### src/design/smx_pkg.sv
`timescale 1ns / 1ps
// shared constants, types and the exponential factor table for the softmax block
// no dependencies

package smx_pkg;

  // default vector capacity
  localparam int MAX_LEN_DEF = 64;

  // field widths
  localparam int SAMPLE_W = 16;
  localparam int PROB_W   = 16;
  localparam int POS_W    = 6;
  localparam int SUM_W    = 22;
  localparam int TDATA_OUT_W = 24;

  // exponential unit: one bit of the distance per step
  localparam int EXP_BITS   = 12;
  localparam int EXP_STEP_W = 4;
  localparam int ACC_W      = 32;

  // divider: quotient is below 2^17
  localparam int DIV_STEPS  = 17;
  localparam int DIV_STEP_W = 5;
  localparam int NUM_W      = 33;

  // status of a multi-cycle arithmetic unit
  typedef struct packed {
    logic busy;
    logic done;
  } unit_status_t;

  // round(exp(-2^k / 256) * 2^32)
  function automatic logic [ACC_W-1:0] expk(input logic [EXP_STEP_W-1:0] k);
    logic [ACC_W-1:0] v;
    case (k)
      4'd0:    v = 32'd4278222805;
      4'd1:    v = 32'd4261543595;
      4'd2:    v = 32'd4228380001;
      4'd3:    v = 32'd4162825044;
      4'd4:    v = 32'd4034748382;
      4'd5:    v = 32'd3790295335;
      4'd6:    v = 32'd3344923893;
      4'd7:    v = 32'd2605029347;
      4'd8:    v = 32'd1580030169;
      4'd9:    v = 32'd581260615;
      4'd10:   v = 32'd78665070;
      4'd11:   v = 32'd1440801;
      default: v = '0;
    endcase
    return v;
  endfunction

endpackage

### src/design/smx_ram.sv
`timescale 1ns / 1ps
// generic simple dual-port ram, one write and one registered read port
// no dependencies

module smx_ram #(
  parameter int WIDTH = 16,
  parameter int DEPTH = 64
) (
  input  logic                     clk,
  input  logic                     we,
  input  logic [$clog2(DEPTH)-1:0] waddr,
  input  logic [WIDTH-1:0]         wdata,
  input  logic [$clog2(DEPTH)-1:0] raddr,
  output logic [WIDTH-1:0]         rdata
);

  logic [WIDTH-1:0] mem [DEPTH];

  // write port and registered read
  always_ff @(posedge clk) begin
    if (we) begin
      mem[waddr] <= wdata;
    end
    rdata <= mem[raddr];
  end

endmodule

### src/design/smx_exp.sv
`timescale 1ns / 1ps
// iterative exponential exp(-n/256) in q0.16, one distance bit per cycle
// depends on smx_pkg

module smx_exp (
  input  logic                            clk,
  input  logic                            rst,
  input  logic                            start,
  input  logic [smx_pkg::SAMPLE_W-1:0]    delta,
  output logic [smx_pkg::PROB_W-1:0]      e,
  output smx_pkg::unit_status_t           status
);

  logic                               busy;
  logic                               done;
  logic [smx_pkg::EXP_STEP_W-1:0]     step;
  logic [smx_pkg::ACC_W-1:0]          acc;
  logic                               unity;
  logic                               zero;
  logic [smx_pkg::EXP_BITS-1:0]       nbits;
  logic [smx_pkg::ACC_W-1:0]          factor;
  logic [2*smx_pkg::ACC_W-1:0]        prod;
  logic [2*smx_pkg::ACC_W-1:0]        prod_rnd;
  logic [smx_pkg::ACC_W-1:0]          acc_next;
  logic [smx_pkg::ACC_W:0]            e_rnd;
  logic                               far;

  // one multiply and round per step
  assign far      = (delta[smx_pkg::SAMPLE_W-1:smx_pkg::EXP_BITS] != '0);
  assign factor   = smx_pkg::expk(step);
  assign prod     = acc * factor;
  assign prod_rnd = prod + (64'd1 << 31);
  assign acc_next = prod_rnd[2*smx_pkg::ACC_W-1:smx_pkg::ACC_W];

  // control
  always_ff @(posedge clk) begin
    if (rst) begin
      busy <= 1'b0;
      done <= 1'b0;
      step <= '0;
    end else begin
      done <= 1'b0;
      if (start) begin
        step <= '0;
        if (far) begin
          done <= 1'b1;
        end else begin
          busy <= 1'b1;
        end
      end else if (busy) begin
        step <= step + 1'b1;
        if (step == smx_pkg::EXP_STEP_W'(smx_pkg::EXP_BITS - 1)) begin
          busy <= 1'b0;
          done <= 1'b1;
        end
      end
    end
  end

  // accumulator, starts at one
  always_ff @(posedge clk) begin
    if (start) begin
      nbits <= delta[smx_pkg::EXP_BITS-1:0];
      zero  <= far;
      unity <= 1'b1;
      acc   <= '0;
    end else if (busy && nbits[step]) begin
      unity <= 1'b0;
      acc   <= unity ? factor : acc_next;
    end
  end

  // round to q0.16 and saturate
  assign e_rnd = {1'b0, acc} + 33'd32768;
  always_comb begin
    if (zero) begin
      e = '0;
    end else if (unity || e_rnd[smx_pkg::ACC_W]) begin
      e = '1;
    end else begin
      e = e_rnd[smx_pkg::ACC_W-1:smx_pkg::ACC_W-smx_pkg::PROB_W];
    end
  end

  assign status.busy = busy;
  assign status.done = done;

endmodule

### src/design/smx_div.sv
`timescale 1ns / 1ps
// restoring divider for the rounded probability, one quotient bit per cycle
// depends on smx_pkg

module smx_div (
  input  logic                          clk,
  input  logic                          rst,
  input  logic                          start,
  input  logic [smx_pkg::PROB_W-1:0]    e,
  input  logic [smx_pkg::SUM_W-1:0]     sum,
  output logic [smx_pkg::PROB_W-1:0]    prob,
  output smx_pkg::unit_status_t         status
);

  logic                               busy;
  logic                               done;
  logic [smx_pkg::DIV_STEP_W-1:0]     step;
  logic [smx_pkg::SUM_W-1:0]          divisor;
  logic [smx_pkg::SUM_W-1:0]          rem;
  logic [smx_pkg::DIV_STEPS-1:0]      nbits;
  logic [smx_pkg::DIV_STEPS-1:0]      quo;
  logic [smx_pkg::NUM_W-1:0]          num;
  logic [smx_pkg::SUM_W:0]            trial;
  logic [smx_pkg::SUM_W:0]            diff;
  logic                               fits;

  // numerator e*2^16 + sum/2
  assign num = {1'b0, e, 16'd0} + smx_pkg::NUM_W'(sum >> 1);

  // one trial subtraction per step
  assign trial = {rem, nbits[smx_pkg::DIV_STEPS-1]};
  assign diff  = trial - {1'b0, divisor};
  assign fits  = (trial >= {1'b0, divisor});

  // control
  always_ff @(posedge clk) begin
    if (rst) begin
      busy <= 1'b0;
      done <= 1'b0;
      step <= '0;
    end else begin
      done <= 1'b0;
      if (start) begin
        busy <= 1'b1;
        step <= '0;
      end else if (busy) begin
        step <= step + 1'b1;
        if (step == smx_pkg::DIV_STEP_W'(smx_pkg::DIV_STEPS - 1)) begin
          busy <= 1'b0;
          done <= 1'b1;
        end
      end
    end
  end

  // datapath
  always_ff @(posedge clk) begin
    if (start) begin
      divisor <= sum;
      rem     <= smx_pkg::SUM_W'(num[smx_pkg::NUM_W-1:smx_pkg::DIV_STEPS]);
      nbits   <= num[smx_pkg::DIV_STEPS-1:0];
      quo     <= '0;
    end else if (busy) begin
      rem   <= fits ? diff[smx_pkg::SUM_W-1:0] : trial[smx_pkg::SUM_W-1:0];
      nbits <= {nbits[smx_pkg::DIV_STEPS-2:0], 1'b0};
      quo   <= {quo[smx_pkg::DIV_STEPS-2:0], fits};
    end
  end

  // saturate and guard a zero sum
  always_comb begin
    if (divisor == '0) begin
      prob = '0;
    end else if (quo[smx_pkg::DIV_STEPS-1]) begin
      prob = '1;
    end else begin
      prob = quo[smx_pkg::PROB_W-1:0];
    end
  end

  assign status.busy = busy;
  assign status.done = done;

endmodule

### src/design/softmax_vector_top.sv
`timescale 1ns / 1ps
// softmax over one vector: samples load one item per cycle into the sample ram while
// in the load state. after the last item a summing pass reads each element from ram and
// runs the 12-step exponential unit, then an output pass runs the exponential again plus
// the 17-step divider for each element; the output register waits on back-pressure.
// synchronous active-high reset clears control state; no clearing pass is needed.
// depends on smx_pkg, smx_ram, smx_exp, smx_div

module softmax_vector_top #(
  parameter int MAX_LEN = smx_pkg::MAX_LEN_DEF
) (
  input  logic                               clk,
  input  logic                               rst,
  input  logic                               s_tvalid,
  output logic                               s_tready,
  input  logic [smx_pkg::SAMPLE_W-1:0]       s_tdata,  // [15:0] sample
  input  logic                               s_tlast,  // last
  output logic                               m_tvalid,
  input  logic                               m_tready,
  output logic [smx_pkg::TDATA_OUT_W-1:0]    m_tdata,  // [15:0] prob, [21:16] position
  output logic                               m_tlast   // end_of_row
);

  localparam int ADDR_W = $clog2(MAX_LEN);
  localparam int CNT_W  = $clog2(MAX_LEN + 1);

  typedef enum logic [3:0] {
    LOAD, SUM_RD, SUM_EXP, SUM_WAIT, EMIT_RD, EMIT_EXP, EMIT_WAIT, EMIT_DIV, EMIT_OUT
  } state_t;

  state_t                             state;
  logic signed [smx_pkg::SAMPLE_W-1:0] running_max;
  logic [CNT_W-1:0]                   element_count;
  logic [smx_pkg::SUM_W-1:0]          exp_sum;
  logic [ADDR_W-1:0]                  idx;

  logic                               in_acc;
  logic                               room;
  logic signed [smx_pkg::SAMPLE_W-1:0] sample;
  logic                               ram_we;
  logic signed [smx_pkg::SAMPLE_W-1:0] rd_data;
  logic signed [smx_pkg::SAMPLE_W:0]  dist_full;
  logic [smx_pkg::SAMPLE_W-1:0]       delta;
  logic                               exp_start;
  logic [smx_pkg::PROB_W-1:0]         e_val;
  smx_pkg::unit_status_t              exp_stat;
  logic                               div_start;
  logic [smx_pkg::PROB_W-1:0]         prob;
  smx_pkg::unit_status_t              div_stat;
  logic [smx_pkg::SUM_W:0]            sum_add;
  logic                               at_end;
  logic                               out_free;

  // input handshake and store write
  assign s_tready = (state == LOAD);
  assign in_acc   = s_tvalid && s_tready;
  assign sample   = s_tdata;
  assign room     = (element_count < CNT_W'(MAX_LEN));
  assign ram_we   = in_acc && room;

  smx_ram #(
    .WIDTH (smx_pkg::SAMPLE_W),
    .DEPTH (MAX_LEN)
  ) u_store (
    .clk   (clk),
    .we    (ram_we),
    .waddr (element_count[ADDR_W-1:0]),
    .wdata (sample),
    .raddr (idx),
    .rdata (rd_data)
  );

  // distance below the maximum, never negative
  assign dist_full = {running_max[smx_pkg::SAMPLE_W-1], running_max}
                   - {rd_data[smx_pkg::SAMPLE_W-1], rd_data};
  assign delta     = dist_full[smx_pkg::SAMPLE_W-1:0];
  assign exp_start = (state == SUM_EXP) || (state == EMIT_EXP);

  smx_exp u_exp (
    .clk    (clk),
    .rst    (rst),
    .start  (exp_start),
    .delta  (delta),
    .e      (e_val),
    .status (exp_stat)
  );

  assign div_start = (state == EMIT_WAIT) && exp_stat.done;

  smx_div u_div (
    .clk    (clk),
    .rst    (rst),
    .start  (div_start),
    .e      (e_val),
    .sum    (exp_sum),
    .prob   (prob),
    .status (div_stat)
  );

  // saturating sum and pass bookkeeping
  assign sum_add  = {1'b0, exp_sum} + (smx_pkg::SUM_W + 1)'(e_val);
  assign at_end   = ((CNT_W'(idx) + CNT_W'(1)) == element_count);
  assign out_free = !m_tvalid || m_tready;

  // sequencer, vector state and output register
  always_ff @(posedge clk) begin
    if (rst) begin
      state         <= LOAD;
      running_max   <= {1'b1, {(smx_pkg::SAMPLE_W-1){1'b0}}};
      element_count <= '0;
      exp_sum       <= '0;
      idx           <= '0;
      m_tvalid      <= 1'b0;
    end else begin
      if (m_tvalid && m_tready && !(state == EMIT_OUT && out_free)) begin
        m_tvalid <= 1'b0;
      end
      case (state)
        LOAD: begin
          if (in_acc) begin
            if (room) begin
              element_count <= element_count + 1'b1;
              if (sample > running_max) begin
                running_max <= sample;
              end
            end
            if (s_tlast) begin
              idx     <= '0;
              exp_sum <= '0;
              state   <= SUM_RD;
            end
          end
        end
        SUM_RD:  state <= SUM_EXP;
        SUM_EXP: state <= SUM_WAIT;
        SUM_WAIT: begin
          if (exp_stat.done) begin
            exp_sum <= sum_add[smx_pkg::SUM_W] ? '1 : sum_add[smx_pkg::SUM_W-1:0];
            if (at_end) begin
              idx   <= '0;
              state <= EMIT_RD;
            end else begin
              idx   <= idx + 1'b1;
              state <= SUM_RD;
            end
          end
        end
        EMIT_RD:  state <= EMIT_EXP;
        EMIT_EXP: state <= EMIT_WAIT;
        EMIT_WAIT: begin
          if (exp_stat.done) begin
            state <= EMIT_DIV;
          end
        end
        EMIT_DIV: begin
          if (div_stat.done) begin
            state <= EMIT_OUT;
          end
        end
        EMIT_OUT: begin
          if (out_free) begin
            m_tvalid <= 1'b1;
            if (at_end) begin
              running_max   <= {1'b1, {(smx_pkg::SAMPLE_W-1){1'b0}}};
              element_count <= '0;
              exp_sum       <= '0;
              idx           <= '0;
              state         <= LOAD;
            end else begin
              idx   <= idx + 1'b1;
              state <= EMIT_RD;
            end
          end
        end
        default: state <= LOAD;
      endcase
    end
  end

  // result payload
  always_ff @(posedge clk) begin
    if (state == EMIT_OUT && out_free) begin
      m_tdata <= {{(smx_pkg::TDATA_OUT_W - smx_pkg::PROB_W - smx_pkg::POS_W){1'b0}},
                  smx_pkg::POS_W'(idx), prob};
      m_tlast <= at_end;
    end
  end

  // checks
  a_count_bound: assert property (@(posedge clk) disable iff (rst)
    element_count <= CNT_W'(MAX_LEN))
    else $error("element count beyond capacity");

  a_exp_idle_on_load: assert property (@(posedge clk) disable iff (rst)
    s_tready |-> !exp_stat.busy && !div_stat.busy)
    else $error("arithmetic busy while loading");

  a_exp_done_expected: assert property (@(posedge clk) disable iff (rst)
    exp_stat.done |-> (state == SUM_WAIT) || (state == EMIT_WAIT))
    else $error("exponential result with nobody waiting");

  a_div_done_expected: assert property (@(posedge clk) disable iff (rst)
    div_stat.done |-> (state == EMIT_DIV))
    else $error("quotient with nobody waiting");

  a_sum_nonzero: assert property (@(posedge clk) disable iff (rst)
    (state == EMIT_RD) |-> (exp_sum != '0))
    else $error("zero sum entering output pass");

endmodule
### config.mk
export PLATFORM = sky130hd
export DESIGN_NAME = softmax_vector_top
export DESIGN_NICKNAME = d
export VERILOG_FILES = /design/src/design/smx_pkg.sv /design/src/design/smx_ram.sv /design/src/design/smx_exp.sv /design/src/design/smx_div.sv /design/src/design/softmax_vector_top.sv
export SDC_FILE = /design/constraint.sdc
export NUM_CORES = 2
export LEC_CHECK = 0
export ABC_CLOCK_PERIOD_IN_PS = 12830
export BUFFER_PORTS_ARGS = -buffer_cell sky130_fd_sc_hd__buf_4
export CAP_MARGIN = 20
export CORE_UTILIZATION = 62
export CTS_BUF_LIST = sky130_fd_sc_hd__clkbuf_4
export CTS_CLUSTER_DIAMETER = 100
export CTS_CLUSTER_SIZE = 40
export DETAILED_ROUTE_END_ITERATION = 8
export PLACE_DENSITY_LB_ADDON = 0.12
export SKIP_CTS_REPAIR_TIMING = 1
export SLEW_MARGIN = 15
export SYNTH_ARGS = -nofsm -noshare
export SYNTH_HDL_FRONTEND = slang
export SYNTH_SLANG_ARGS = --single-unit
### constraint.sdc
create_clock -name clk -period 12.83 [get_ports clk]
set_input_delay 0 -clock clk [delete_from_list [all_inputs] [get_ports clk]]
set_output_delay 0 -clock clk [all_outputs]
set_load 0.03 [all_outputs]
Yosys cells after proc, flatten, opt, wreduce, memory -nomap -nowiden --
Memory sizes are Yosys's and may differ from the RTL's. A register that Yosys moved wholly into a read port is not among the register bits. Index checks and enable logic that the tools add are counted.
Storage, ports and cells: logic and storage cells 153, ROM bits 512, register bits after elaboration 216, bits in latches 0, memories kept 2, RAM bits 1024, output and inout port bits 27
Memories:
- u_store.mem | words 64, width 16, read ports 1, clocked after memory_dff 1, wr ports 1, line smx_ram.sv:17 | logic [WIDTH-1:0] mem [DEPTH];
- (no name shown) | words 16, width 32, read ports 1, clocked after memory_dff 1, wr ports 0, line smx_pkg.sv:36 | case (k)
Cells by class: $lt $le $gt $ge 4, shifts and indexed selects 0, add/subtract/negate cells 11, equal/unequal tests 21, div/mod/pow operators 0, reductions and logical operators 26, multiplexer cells 63, multiply operators 1, bitwise gates (word level) 1
Operators by type and width (number):
- 2-to-1 mux 16 bit | 10
- 2-to-1 mux 22 bit | 7
- one-hot mux 22 bit (3 select lines) | 1
- adder 64 x 32 -> 64 bit, second input constant | 1
- multiplier 32 x 32 -> 64 bit | 1
- one-hot mux 4 bit (9 select lines) | 1
- 2-to-1 mux 17 bit | 2
- adder 32 x 16 -> 33 bit, second input constant | 1
- adder 32 x 21 -> 33 bit | 1
- 2-to-1 mux 32 bit | 1
- 2-to-1 mux 4 bit | 8
- one-hot mux 16 bit (2 select lines) | 1
- 2-to-1 mux 6 bit | 5
- 2-to-1 mux 7 bit | 4
- adder 22 x 16 -> 23 bit | 1
- >= comparator 23 x 22 -> 1 bit | 1
- logical NOT 22 bit | 1
- subtractor 22 bit | 1
- 2-to-1 mux 1 bit | 18
- one-hot mux 6 bit (3 select lines) | 1
- AND reduction 6 bit | 3
- == test 4 x 3 -> 1 bit, second input constant | 4
- greater-than comparator 16 bit | 1
- subtractor 16 bit | 1
- 28 further kinds | 51

Longest topological paths before layout --
depth in word-level cells 8, gate-level depth with buffers 30, gate-level depth less buffers 27

Hierarchy --
Synthesis repeated with hierarchy kept, for this count alone.
Unflattened totals: cell total of the unflattened synthesis 7095, area, all modules 88067.0 um^2
By module, submodules not included:
- smx_ram | cells an instance 1829, area each 40042.2 um^2, times used 1
- smx_exp | cells an instance 4133, area each 37307.0 um^2, times used 1
- softmax_vector_top | cells an instance 638, area each 5659.2 um^2, times used 1
- smx_div | cells an instance 495, area each 5058.6 um^2, times used 1

Least setup slack after synthesis --
Ideal clock, no wire load.
kind flip-flop to flip-flop, start point reg u_exp.acc[24] (netlist name), end point reg u_exp.acc[20] (netlist name), stages on the path, launching flop included 27, required time 12.739 ns, buffers on the path 2, data arrival time 7.542 ns, clock period less this slack 7.633 ns, slack 5.197 ns, cells stage by stage dfxtp_1 clkbuf_1 clkbuf_1 nand2_1 fa_1 fa_1 fa_1 fa_1 inv_1 fa_1 fa_1 fa_1 inv_1 fa_1 inv_1 ha_1 a21o_1 a21o_1 a221oi_2 nand3_1 o31a_2 a211oi_4 nor4b_2 a2111oi_4 xnor2_1 nand2_1 a311oi_1
Between the ends: longest elaborated chain between the ends 3
RTL lines:
- from (decl) | line smx_exp.sv:17 | logic [smx_pkg::ACC_W-1:0] acc;
- from (signal assigned) | line smx_exp.sv:69 | acc <= unity ? factor : acc_next;
- multiplier 32 x 32 -> 64 bit | line smx_exp.sv:31 | assign prod = acc * factor;
- adder 64 x 32 -> 64 bit | line smx_exp.sv:32 | assign prod_rnd = prod + (64'd1 << 31);
- 2-to-1 mux 32 bit | line smx_exp.sv:69
No other way between the ends. A chain may end at the register's enable or synchronous reset.

Worst setup path in the final report --
start point reg u_exp.acc[25] (netlist name), end point reg u_exp.acc[28] (netlist name)
The elaborated chain is that of the path after synthesis.

==> results.cfg <==
[sta]
fmax_ghz = 0.114
worst_slew_pin_slew_ps = 1060
setup_viol = 0
slew_violations = 0
relSlewSlack_pct = 29.0
rsz0062_at_grt = false
finalHoldViolCount = 0
fin_setup_tns_ps = 0
min_period_over_period_pct = 68.5
period_needed_ps = 8780
skew_ps = 227

[placed_design]
port_buffers = 45
dpl.hpwl_um = 144000
place.gp.congestion = 0.942

[global_routing]
grt_pass1_vias = 54100
grt_use_total_pct = 30.3
antenna_found_initial = 7
grt_pass1_wl_um = 323000
grt_max_degree = 136
grt-ovfl-total = 0

[clock_network]
h-tree-depth = 2
cts_tree = yes
clkTransAtPathRegs_ps = 360
root_buffer = clkbuf_4
cts_buffers = 40
numClockSinks = 1288
cts_buffer_depth = 3
clk_latency_ps = 1040

[yosys]
yosysTopAreaCell = edfxtp_1
synth_area_um2 = 86600
synth_edf_count = 1115
yosys_register_bits = 1288
synthArstFlopShare_pct = 0
synth.most_common_cell = edfxtp_1
synthCells = 6785
synth_common_cells = edfxtp_1, inv_1, fa_1, and2_1, nand2_1
yosys.area.top_type_share_pct = 38.7
yosysSeqAreaShare_pct = 42.7
yosysWarnings = 0
synthFlopType = edfxtp_1
synthDistinctLibCells = 90
synth.area.top_cells = edfxtp_1, fa_1, mux4_2
synth.avg_cell_area_um2 = 12.8

[finish]
fin_nets = 7974
areaGrowthSynthToFinish_pct = 4.02
drive_gt1_share_pct = 9.98
fillCellCount = 10200
final_util_pct = 65.2

[routing]
via_per_inst = 6.01
vias = 51500
wl_per_cell_um = 24.2
drt-initial-drc-count = 4269
totalWireLength_um = 208000
drcViolationCount = 0
first_pass_iters = 6
ant_nets = 0

[power_and_ir_drop]
total_leakage_power_nw = 36.1
vdd_drop_max_mv = 0.139
power_density_nw_per_um2 = 122

[job]
max-cap-violations = 0

[setup_path]
path_class = reg -> reg
cp-start-kind = flop
endpoint_kind = flop
worst_ep_arrival_time_ps = 9750
crit_required_ps = 13800
crit_path_max_fanout = 20

[floorplanning]
dieArea_um2 = 141000
num_rows = 136
die_w_um = 376
die_h_um = 376
floorplan.initialDensity_pct = 62.7
coreArea_um2 = 138000
ios = 48

[min_path]
hold_path.class = in -> reg

[run_status]
status = finished, final reports clean
[worst max-delay path, cell delays in order, from the launching register on]
cell and delay (ps):
dfxtp_1 880, buf_4 410, and2_1 200, fa_1 450, fa_1 550, inv_1 60, fa_1 490, fa_1 510
inv_1 50, fa_1 550, fa_1 440, fa_1 530, inv_1 70, fa_1 470, inv_1 40, ha_1 390
nand4_1 150, nor3_1 470, o2111ai_1 190, a21oi_1 350, o31a_2 300, a21bo_2 220, a21oi_2 110, o21ai_1 270
a211oi_1 130, a31o_1 200, a211oi_1 230
[report_power, final]
part | switching [W] | internal (W) | leakage, nW
registers | 0.0000859 | 0.00464 | 11.5
logic | 0.00292 | 0.00190 | 24.2
clock network | 0.00114 | 0.000271 | 0.372
total | 0.00414 | 0.00681 | 36.1
[final timing paths]
path,startpoint,slack (ps),end,cells past startpoint
max,u_exp.acc[25],4050,u_exp.acc[28],26
min,s_tdata[7],20,u_store.mem[61][7],2
max reg2reg,u_exp.acc[25],4050,u_exp.acc[28],26
min reg2reg,u_div.rem[16],490,u_div.rem[17],2
[registers in the layout (all words and copies together) (netlist names), 7 cells and up]
signal / cells
u_div.quo: 17
exp_sum: 22
u_store.rdata: 16
u_exp.factor: 32
u_exp.nbits: 12
m_tdata: 22
element_count: 7
running_max: 16
u_div.nbits: 17
u_store.mem: 1024
u_div.divisor: 22
u_div.rem: 22
u_exp.acc: 32
[cell families after synthesis]
| group | share of synthesized area, % |
|---|---|
| XOR/XNOR | 1.10 |
| AND/OR/NAND/NOR | 10.6 |
| multiplexers | 9.22 |
| other | 0.00433 |
| flip-flops | 42.7 |
| AO/OA/AOI/OAI | 4.17 |
| buffers and inverters | 5.94 |
| adder cells (fa/ha/maj) | 26.3 |
[cells in the final DEF, fill, tap and decap left out, types with 6 or more instances in the layout]
master,count
edfxtp_1,1115
inv_1,969
fa_1,900
and2_1,652
nand2_1,585
ha_1,378
mux4_2,339
nor2_1,262
buf_4,201
a21oi_1,179
dfxtp_1,165
o21ai_0,123
xnor2_1,72
clkbuf_4,66
nand3_1,58
a21o_1,50
nor3_1,45
nand4_1,40
xor2_1,37
nor2b_1,34
nand2b_1,33
mux2i_1,32
a31oi_1,30
dlygate4sd3_1,30
o211ai_1,21
and3_1,19
a211oi_1,19
o21bai_1,18
a311oi_1,15
a221o_1,13
o21ai_1,12
o21a_1,12
or3_1,11
nand3b_1,11
nor4_1,10
o22ai_1,10
or2_2,9
diode_2,8
o31ai_1,7
nor3b_1,6
[area by class of cell]
| class | count | area (um^2) | area share (%) |
|---|---|---|---|
| flip-flops and latches | 1288 | 37000 | 41.1 |
| multi-input cells | 4138 | 44500 | 49.4 |
| clock buffers | 66 | 495 | 0.550 |
| repair buffers | 235 | 1900 | 2.12 |
| well taps | 1863 | 2330 | 2.59 |
| diodes | 8 | 20.0 | 0.0222 |
| inverters | 972 | 3650 | 4.05 |
| clock inverters | 7 | 155 | 0.172 |
[through the flow]
step | area, um^2 | hold slack, ps | power, W | worst slack, ps | instances
global placement | 89000 | 283 | 0.00952 | 4200 | 8462
global route | 90000 | 10.9 | 0.0117 | 3660 | 8571
detailed placement | 89000 | 279 | 0.00951 | 4140 | 8463
floorplan | 86600 | 98.9 | 0.00810 | 5200 | 6786
finish | 90000 | 19.6 | 0.0110 | 4050 | 8577
CTS | 89600 | -875 | 0.0110 | 4060 | 8536
[per-layer routing]
| metal | share of wire, % | GRT usage (%) |
|---|---|---|
| met4 | 3.6 | 9.41 |
| met3 | 6.5 | 4.17 |
| met1 | 40 | 40.9 |
| met5 | 0.033 | 0 |
| met2 | 49 | 51.4 |
No activity file was read; power rests on OpenSTA's default activity.
